$ cat src/mplm_pkg.sv
// ============================================================================
// mplm_pkg
// Shared widths, register codes, reset values and helpers of the mesh
// packet latency model.
// ============================================================================
package mplm_pkg;

    // defaults of the top level parameters
    localparam int MAX_DIMS_DEF  = 3;
    localparam int NODE_BITS_DEF = 16;

    // field widths
    localparam int LEN_W      = 16;
    localparam int NODE_IN_W  = 16;
    localparam int RADIX_W    = 9;
    localparam int DIMS_W     = 2;
    localparam int FB_W       = 10;
    localparam int Q16_W      = 32;
    localparam int Q16_FRAC   = 16;
    localparam int FLIT_W     = 19;
    localparam int HOPD_W     = 10;
    localparam int CYC_W      = 32;
    localparam int FH_OUT_W   = 40;
    localparam int CFG_IDX_W  = 3;
    localparam int CFG_DATA_W = 32;

    // bit-steps of a long division done in one pipeline stage
    localparam int DIV_STEPS = 4;

    // largest ring distance in one dimension: radix - 1 with radix < 2^RADIX_W
    localparam int MAX_DIGIT_DIST = (1 << RADIX_W) - 2;
    localparam int HOPD_MAX       = (1 << HOPD_W) - 1;

    typedef enum logic [CFG_IDX_W-1:0] {
        CFG_RADIX     = 3'd0,
        CFG_NUM_DIMS  = 3'd1,
        CFG_FLIT_BITS = 3'd2,
        CFG_HOP_COST  = 3'd3,
        CFG_COEF      = 3'd4
    } t_cfg_idx;

    typedef struct packed {
        logic [RADIX_W-1:0] radix;
        logic [DIMS_W-1:0]  num_dims;
        logic [FB_W-1:0]    flit_bits;
        logic [Q16_W-1:0]   hop_cost_q16;
        logic [Q16_W-1:0]   contention_coef_q16;
    } t_cfg;

    localparam t_cfg CFG_RESET = '{
        radix:               9'd4,
        num_dims:            2'd2,
        flit_bits:           10'd32,
        hop_cost_q16:        32'h0001_0000,
        contention_coef_q16: 32'h0000_0000
    };

    // width of the summed hop distance over all dimensions
    function automatic int dist_width(input int max_dims);
        return $clog2(max_dims * MAX_DIGIT_DIST + 1);
    endfunction

endpackage

$ cat src/mplm_hop_dist.sv
// ============================================================================
// mplm_hop_dist
// Splits source and destination node numbers into base-radix digits with a
// pipelined restoring divider and sums the unidirectional ring distance.
// ============================================================================
module mplm_hop_dist #(
    parameter int MAX_DIMS = 3,
    parameter int NODE_W   = 16
) (
    input  logic                                             i_clk,
    input  logic                                             i_rst_n,
    input  mplm_pkg::t_cfg                                   i_cfg,
    input  logic                                             i_valid,
    output logic                                             o_ready,
    input  logic [mplm_pkg::FLIT_W-1:0]                      i_flits,
    input  logic [NODE_W-1:0]                                i_src,
    input  logic [NODE_W-1:0]                                i_dst,
    output logic                                             o_valid,
    input  logic                                             i_ready,
    output logic [mplm_pkg::FLIT_W-1:0]                      o_flits,
    output logic [mplm_pkg::dist_width(MAX_DIMS)-1:0]        o_dist
);
    import mplm_pkg::*;

    localparam int DIST_W = dist_width(MAX_DIMS);
    localparam int TSTEPS = MAX_DIMS * NODE_W;
    localparam int NS     = (TSTEPS + DIV_STEPS - 1) / DIV_STEPS;
    localparam int REM_W  = RADIX_W;

    logic [NS:0]          en;
    logic [NS:0]          v_in;
    logic [NS-1:0]        r_vld;
    logic [NODE_W-1:0]    r_sx    [NS];
    logic [NODE_W-1:0]    r_dx    [NS];
    logic [REM_W-1:0]     r_srem  [NS];
    logic [REM_W-1:0]     r_drem  [NS];
    logic [DIST_W-1:0]    r_dist  [NS];
    logic [FLIT_W-1:0]    r_flits [NS];
    logic [NODE_W-1:0]    n_sx    [NS];
    logic [NODE_W-1:0]    n_dx    [NS];
    logic [REM_W-1:0]     n_srem  [NS];
    logic [REM_W-1:0]     n_drem  [NS];
    logic [DIST_W-1:0]    n_dist  [NS];
    logic [MAX_DIMS-1:0]  dim_on;

    function automatic logic [REM_W-1:0] ring_dist(
        input logic [REM_W-1:0] s,
        input logic [REM_W-1:0] d,
        input logic [REM_W-1:0] r
    );
        // wrap to r - (s - d) when the source digit is larger
        return (s > d) ? REM_W'(r - s + d) : REM_W'(d - s);
    endfunction

    // dimensions above MAX_DIMS are dropped, radix below two means no hops
    always_comb begin
        for (int d = 0; d < MAX_DIMS; d++) begin
            dim_on[d] = (i_cfg.radix >= REM_W'(2)) && (32'(i_cfg.num_dims) > 32'(d));
        end
    end

    always_comb begin
        en[NS] = i_ready;
        for (int s = NS - 1; s >= 0; s--) begin
            en[s] = !r_vld[s] || en[s+1];
        end
    end

    assign v_in = {r_vld, i_valid};

    always_ff @(posedge i_clk) begin
        if (!i_rst_n) begin
            r_vld <= '0;
        end else begin
            for (int s = 0; s < NS; s++) begin
                if (en[s]) begin
                    r_vld[s] <= v_in[s];
                end
            end
        end
    end

    for (genvar s = 0; s < NS; s++) begin : g_stage
        logic [NODE_W-1:0] sx_in;
        logic [NODE_W-1:0] dx_in;
        logic [REM_W-1:0]  srem_in;
        logic [REM_W-1:0]  drem_in;
        logic [DIST_W-1:0] dist_in;
        logic [FLIT_W-1:0] flits_in;

        if (s == 0) begin : g_first
            assign sx_in    = i_src;
            assign dx_in    = i_dst;
            assign srem_in  = '0;
            assign drem_in  = '0;
            assign dist_in  = '0;
            assign flits_in = i_flits;
        end else begin : g_next
            assign sx_in    = r_sx[s-1];
            assign dx_in    = r_dx[s-1];
            assign srem_in  = r_srem[s-1];
            assign drem_in  = r_drem[s-1];
            assign dist_in  = r_dist[s-1];
            assign flits_in = r_flits[s-1];
        end

        always_comb begin
            logic [NODE_W-1:0] sx;
            logic [NODE_W-1:0] dx;
            logic [REM_W-1:0]  srem;
            logic [REM_W-1:0]  drem;
            logic [DIST_W-1:0] dist_acc;
            logic [REM_W:0]    ssh;
            logic [REM_W:0]    dsh;
            int                k;
            sx       = sx_in;
            dx       = dx_in;
            srem     = srem_in;
            drem     = drem_in;
            dist_acc = dist_in;
            for (int j = 0; j < DIV_STEPS; j++) begin
                k = s * DIV_STEPS + j;
                if (k < TSTEPS) begin
                    ssh = {srem, sx[NODE_W-1]};
                    dsh = {drem, dx[NODE_W-1]};
                    if (ssh >= {1'b0, i_cfg.radix}) begin
                        srem = REM_W'(ssh - {1'b0, i_cfg.radix});
                        sx   = {sx[NODE_W-2:0], 1'b1};
                    end else begin
                        srem = ssh[REM_W-1:0];
                        sx   = {sx[NODE_W-2:0], 1'b0};
                    end
                    if (dsh >= {1'b0, i_cfg.radix}) begin
                        drem = REM_W'(dsh - {1'b0, i_cfg.radix});
                        dx   = {dx[NODE_W-2:0], 1'b1};
                    end else begin
                        drem = dsh[REM_W-1:0];
                        dx   = {dx[NODE_W-2:0], 1'b0};
                    end
                    // last bit of a dimension: remainders are the digits,
                    // the quotients go on as the next dividends
                    if (k % NODE_W == NODE_W - 1) begin
                        if (dim_on[k / NODE_W]) begin
                            dist_acc = dist_acc + DIST_W'(ring_dist(srem, drem, i_cfg.radix));
                        end
                        srem = '0;
                        drem = '0;
                    end
                end
            end
            n_sx[s]   = sx;
            n_dx[s]   = dx;
            n_srem[s] = srem;
            n_drem[s] = drem;
            n_dist[s] = dist_acc;
        end

        always_ff @(posedge i_clk) begin
            if (en[s]) begin
                r_sx[s]    <= n_sx[s];
                r_dx[s]    <= n_dx[s];
                r_srem[s]  <= n_srem[s];
                r_drem[s]  <= n_drem[s];
                r_dist[s]  <= n_dist[s];
                r_flits[s] <= flits_in;
            end
        end
    end

    assign o_ready = en[0];
    assign o_valid = r_vld[NS-1];
    assign o_flits = r_flits[NS-1];
    assign o_dist  = r_dist[NS-1];

endmodule

$ cat config.mk
export PLATFORM = sky130hd
export DESIGN_NAME = mplm_hop_dist
export DESIGN_NICKNAME = d
export VERILOG_FILES = /design/src/mplm_pkg.sv /design/src/mplm_hop_dist.sv
export SDC_FILE = /design/constraint.sdc
export NUM_CORES = 2
export LEC_CHECK = 0
export BUFFER_PORTS_ARGS = -buffer_cell sky130_fd_sc_hd__buf_4
export CAP_MARGIN = 40
export CORE_ASPECT_RATIO = 2
export CORE_UTILIZATION = 52
export CTS_CLUSTER_DIAMETER = 80
export CTS_CLUSTER_SIZE = 30
export DETAILED_ROUTE_END_ITERATION = 16
export HOLD_SLACK_MARGIN = 0.15
export PLACE_DENSITY = 0.68
export SLEW_MARGIN = 10
export SYNTH_ARGS = -nofsm -noshare
export SYNTH_HDL_FRONTEND = slang
export SYNTH_SLANG_ARGS = --single-unit
$ cat constraint.sdc
create_clock -name i_clk -period 19 [get_ports i_clk]
set_clock_uncertainty 0.15 [all_clocks]
set_input_delay 2.85 -clock i_clk [delete_from_list [all_inputs] [get_ports i_clk]]
set_output_delay 2.85 -clock i_clk [all_outputs]
set_load 0.005 [all_outputs]
* Word-level counts from Yosys, hierarchy flattened
Memory sizes are Yosys's and may differ from the RTL's.
Cells that the tools add are included.
** Storage, ports and cells
- Bits in registers :: 12
- Latch bits :: 0
- Bits in writable memories :: 960
- Memory bits (read-only) :: 0
- Output and inout bits :: 32
- Word-level logic and storage cells :: 478
- Memories kept :: 6
** Memory list
- r_flits :: words 12, bits a word 19, read ports 12, clocked after Yosys merged registers in 0, write ports 12, line mplm_hop_dist.sv:38 : logic [FLIT_W-1:0] r_flits [NS];
- r_dx :: words 12, bits a word 16, read ports 11, clocked after Yosys merged registers in 0, write ports 12, line mplm_hop_dist.sv:34 : logic [NODE_W-1:0] r_dx [NS];
- r_sx :: words 12, bits a word 16, read ports 11, clocked after Yosys merged registers in 0, write ports 12, line mplm_hop_dist.sv:33 : logic [NODE_W-1:0] r_sx [NS];
- r_dist :: words 12, bits a word 11, read ports 12, clocked after Yosys merged registers in 0, write ports 12, line mplm_hop_dist.sv:37 : logic [DIST_W-1:0] r_dist [NS];
- r_drem :: words 12, bits a word 9, read ports 11, clocked after Yosys merged registers in 0, write ports 12, line mplm_hop_dist.sv:36 : logic [REM_W-1:0] r_drem [NS];
- r_srem :: words 12, bits a word 9, read ports 11, clocked after Yosys merged registers in 0, write ports 12, line mplm_hop_dist.sv:35 : logic [REM_W-1:0] r_srem [NS];
** Cells by class
- Add/sub/neg operators :: 108
- $mul :: 0
- Div/mod/pow operators :: 0
- $lt $le $gt $ge :: 103
- Equality and inequality tests :: 0
- Shifts and indexed selects :: 0
- Mux-type cells :: 222
- Bitwise operators :: 0
- Reductions and logical operators :: 27
** Operators by type and width (number)
- greater-or-equal comparator 10 x 9 -> 1 bit :: 94
- subtractor 9 bit :: 100
- two-way mux 9 bit :: 99
- two-way mux 1 bit :: 120
- adder 11 x 9 -> 11 bit :: 3
- two-way mux 11 bit :: 3
- adder 9 bit :: 3
- greater-than comparator 9 bit :: 3
- greater-or-equal comparator 1 x 9 -> 1 bit :: 2
- subtractor 1 x 9 -> 9 bit :: 2
- zero test 1 bit :: 12
- logical OR 1 bit :: 12
- greater-or-equal comparator 9 x 2 -> 1 bit, second input constant :: 1
- greater-than comparator 2 x 1 -> 1 bit, second input constant :: 2
- logical AND 1 bit :: 3
- greater-than comparator 2 bit, second input constant :: 1

* Depth between registers and ports, before layout
- Depth in word-level cells :: 15
- Gate-level depth with buffers :: 70
- Mapped depth without buffers :: 65

* Least setup slack after synthesis
Ideal clock, no wire load.
- Path type :: in2reg
- From :: input i_cfg[77] in the netlist's numbering
- To :: memory r_dist[1][41] in the netlist's numbering (data pin)
- Library setup time :: 0.269 ns
- Arrival :: 19.161 ns
- Required time :: 18.581 ns
- Setup slack :: -0.580 ns
- Cell stages on the path :: 65
- Path buffers :: 5
- Cell sequence :: inv_1 ha_1 nand4_1 nor2_1 a211oi_1 a21boi_0 buf_2 mux2_2 ha_1 nand2b_1 a21oi_1 o211ai_1 nand3_1 a21boi_0 o21ai_1 clkbuf_1 mux2i_1 ha_1 [29 not listed] a21o_1 a21o_1 a21o_1 clkbuf_1 clkbuf_1 nor2_1 a21oi_1 ha_1 fa_1 a21o_1 a21o_1 a21oi_1 nor2_1 nor2_1 o21bai_1 a21oi_1 xor2_1 o21ai_0
** RTL lines
- start: declaration :: line mplm_hop_dist.sv:12 : input mplm_pkg::t_cfg i_cfg,
- end: declaration :: line mplm_hop_dist.sv:37

==> results.txt <==
The run finished with clean final reports. Max-cap violations in this run came to 0. In the final layout, the share of cells above drive strength 1 is under 10%.

The area of the die came out at around 130000 um^2. The count of buffers added on input and output ports is 97. The effective utilization at floorplan is 52.6%.

Clock tree synthesis found a total of 793 sinks. Counting instances in the post-synthesis netlist gives the leading cell types as sky130_fd_sc_hd__ha_1 (896), sky130_fd_sc_hd__edfxtp_1 (781), sky130_fd_sc_hd__a21oi_1 (600), sky130_fd_sc_hd__inv_1 (546), sky130_fd_sc_hd__nor2_1 (448). The total negative setup slack came out at 0 ns. For this run, design rule violations remaining after detail routing come to 0. The all-layer global routing usage came out at between 20% and 30%. The TritonCTS buffer count came out at 36. The critical path data required time is 19.21 ns. Counting stages on the worst path, the most repeated cell is sky130_fd_sc_hd__a21o_1. The fill cell instance count of the final layout came out at around 11000. The area added between synthesis and finish came out at 6.40%. The share of the synthesized area in the top cell type is 34.3%.

The delay of the slowest cell on the worst path came out at 0.75 ns. The final period demand of the worst path came out at between 15 and 20 ns. The number of detailed-route iterations in the first pass came out at 7. The actual transition at the worst max-transition pin came out at slightly above 0.9 ns. The worst slew margin relative to its limit came out at 38.3%. For this run, the leading register cell type out of synthesis is sky130_fd_sc_hd__edfxtp_1. The clock input transition at the sequential cells of the worst setup and hold paths is 0.12 ns. The wire-length estimate of the detail-placed layout is between 100000 and 150000 um. The clock tree synthesis step divided the H-tree into 2 levels.

The via count of the first global-routing pass is 53300. CTS placed an instance of sky130_fd_sc_hd__clkbuf_16 at the clock tree root. In this run the post-CTS setup repair buffer count came out at 0. The ratio of routed vias to standard cells is 5.91.

Of all flip-flops after synthesis, the portion carrying an async set or reset was 0%. For this run, the top clock speed supported by timing is approximately 60 MHz. Setup repair after global routing left no endpoint under its margin.

Post-CTS repair changed the size of 0 cells. The routed layout has 51100 vias. The worst setup path is of the input pin to flip-flop kind.

Yosys attributes the largest share of cell area to sky130_fd_sc_hd__edfxtp_1 (34%), sky130_fd_sc_hd__ha_1 (16%), sky130_fd_sc_hd__mux2_2 (5.3%). For this run the aggregate overflow at the end of global routing stands at 0. The clock latency at the later pin of the worst-skew pair is about 0.64 ns.

The die boundary height came out at ~500 um. The cell count of the worst hold path is 0. A synthesized cell averages about 10 um^2.

Synthesis handed over a netlist of 6813 instances. The region available for standard cell placement spans roughly 130000 um^2. The congestion estimate from routability-driven global placement came to about 0.9.

The class of the most critical hold timing path is flip-flop to flip-flop. The detailed router's first-iteration violation count came out at approximately 2200. The average wire per standard cell is 19.3 um.

The worst setup path is captured at a flip-flop. After synthesis, flip-flops and latches occupy approximately 35% of the total area. The final period utilization is roughly 88%.

The number of pins exceeding their max-slew limit in the final report is 0. Along the worst path, the maximum fanout reaches 23. The total of endpoints with negative setup slack in the final report is 0.

The depth of the worst register-to-register path came out at 58. The net total in the final layout came out at about 8000. The largest buffer count on any clock path is 3. The number of flops mapped to enable cells by yosys came out at around 780. The first global-routing pass estimated approximately 270000 um of wire.

Row generation in the floorplan step produced about 190 rows. The total wire length is ~170000 um. The total count of hold-check failures in the final report is 0. The number of ports placed on the die boundary came out at 172. sky130_fd_sc_hd__edfxtp_1 takes more of the synthesized area than any other cell.

TritonCTS built the clock tree. sky130_fd_sc_hd__ha_1 is the most common cell in the netlist. The count of warnings emitted by yosys came out at 0. The flip-flop and latch count after synthesis came out at approximately 790. The count of antenna-violating nets left after detailed routing is 0. The largest net degree at the start of global routing came out at just over 60. STA classifies the critical path startpoint as an input pin. In this run the horizontal extent of the chip is roughly 260 um. Among all stages on the critical path, the largest delay is contributed by sky130_fd_sc_hd__a311oi_2.

Data arrives at the worst endpoint at ~17 ns. The number of antenna violations at the first check in global routing is 1. The quantity of hold-fixing buffers added after cts came out at 0. The synthesized netlist net count came out at about 8000. The mapped netlist covers between 60000 and 70000 um^2. The number of distinct library cells after synthesis is between 90 and 100.
==> cell usage in the layout, fill, tap and decap left out, drive strengths merged, types with 10 or more instances in the layout <==
master	netlist	layout
a211o	11	11
o21bai	99	99
and3	40	40
a211oi	39	39
xor2	190	190
mux2i	78	78
nor2b	157	157
nand4	158	158
inv	546	552
a21o	345	345
nor3	49	49
o21a	40	40
a221oi	26	26
a31oi	19	19
fa	116	116
a21oi	603	603
mux2	326	326
edfxtp	781	781
nand2b	129	129
o211ai	11	11
nor3b	15	15
o21ai	441	441
dfxtp	12	12
ha	896	896
buf	26	183
or3	22	22
nand3	50	50
clkbuf	82	43
a21boi	39	39
nor2	449	449
o311ai	10	10
nand2	371	371
and2	44	44
a41o	10	10
o31ai	63	63
o31a	13	13
xnor2	386	386
or2	15	15
==> final cells by class <==
type                    count  area, um^2  area share (%)
inverters                 548        2080            2.86
well taps                1701        2130            2.92
clock buffers              43         927            1.27
flip-flops and latches    793       23700            32.5
clock inverters            15         228           0.313
diodes                      1        2.50         0.00344
multi-input cells        5364       42200            58.0
repair buffers            183        1490            2.04
==> path summary, 6_finish.rpt <==
path,from,to,slack [ns]
worst max-delay path,i_cfg[76],r_dist[1][41]$_DFFE_PP_,2.28
worst min-delay path,r_sx[5][9]$_DFFE_PP_,r_sx[6][13]$_DFFE_PP_,0.25
worst max register to register,r_dx[6][15]$_DFFE_PP_,r_dist[1][41]$_DFFE_PP_,4.45
worst min register to register,r_sx[5][9]$_DFFE_PP_,r_sx[6][13]$_DFFE_PP_,0.25
==> critical path, delay by kind of cell <==
kind / cells / cell delay, ns
adder cells (fa/ha/maj): 8 / 3.02
AO/OA/AOI/OAI: 34 / 8.59
XOR/XNOR: 1 / 0.16
multiplexers: 1 / 0.44
AND/OR/NAND/NOR: 12 / 1.43
buffers and inverters: 2 / 0.38
==> per-layer routing <==
layer | vias up | part of all wire (%) | GRT usage (%)
met2 | 938 | 55 | 49.7
li1 | 25200 | - | -
met3 | 475 | 2.6 | 2.10
met1 | 24600 | 36 | 24.4
met4 | 0 | 6.9 | 15.7
met5 | - | 0 | 0
==> registers in the layout, indices dropped and copies added (netlist names) <==
signal / count
r_srem: 81
r_drem: 81
r_sx: 152
r_vld: 12
r_dist: 87
r_flits: 228
r_dx: 152
==> cells by family (layout without fill, tap and decap cells) <==
| kind of cell | after synthesis | in the layout | share of synthesized area, % |
|---|---|---|---|
| xor+xnor | 578 | 578 | 7.44 |
| simple gates | 1534 | 1534 | 11.1 |
| flops | 793 | 793 | 34.6 |
| mux | 404 | 404 | 6.54 |
| compound gates | 1836 | 1836 | 16.9 |
| buf+inv | 656 | 789 | 3.69 |
| other cells | 0 | 1 | 0 |
| fa+ha+maj | 1012 | 1012 | 19.8 |
==> per-stage QoR <==
stage	setup slack (ns)	std cells	util [%]	area [um^2]	hold WS, ns
5_1_grt	1.18	8648	56.0	72800	0.260
3_5_place_dp	1.66	8588	55.0	71600	0.255
4_1_cts	2.27	8646	55.9	72800	0.254
2_1_floorplan	0.397	6813	-	68400	0.250
6_report	2.28	8648	56.0	72800	0.254
3_3_place_gp	1.86	8580	55.0	71500	0.251
Power is left out: the tool's default activity adds up to more than one toggle a clock period on the data nets, which glitch-free logic cannot reach.
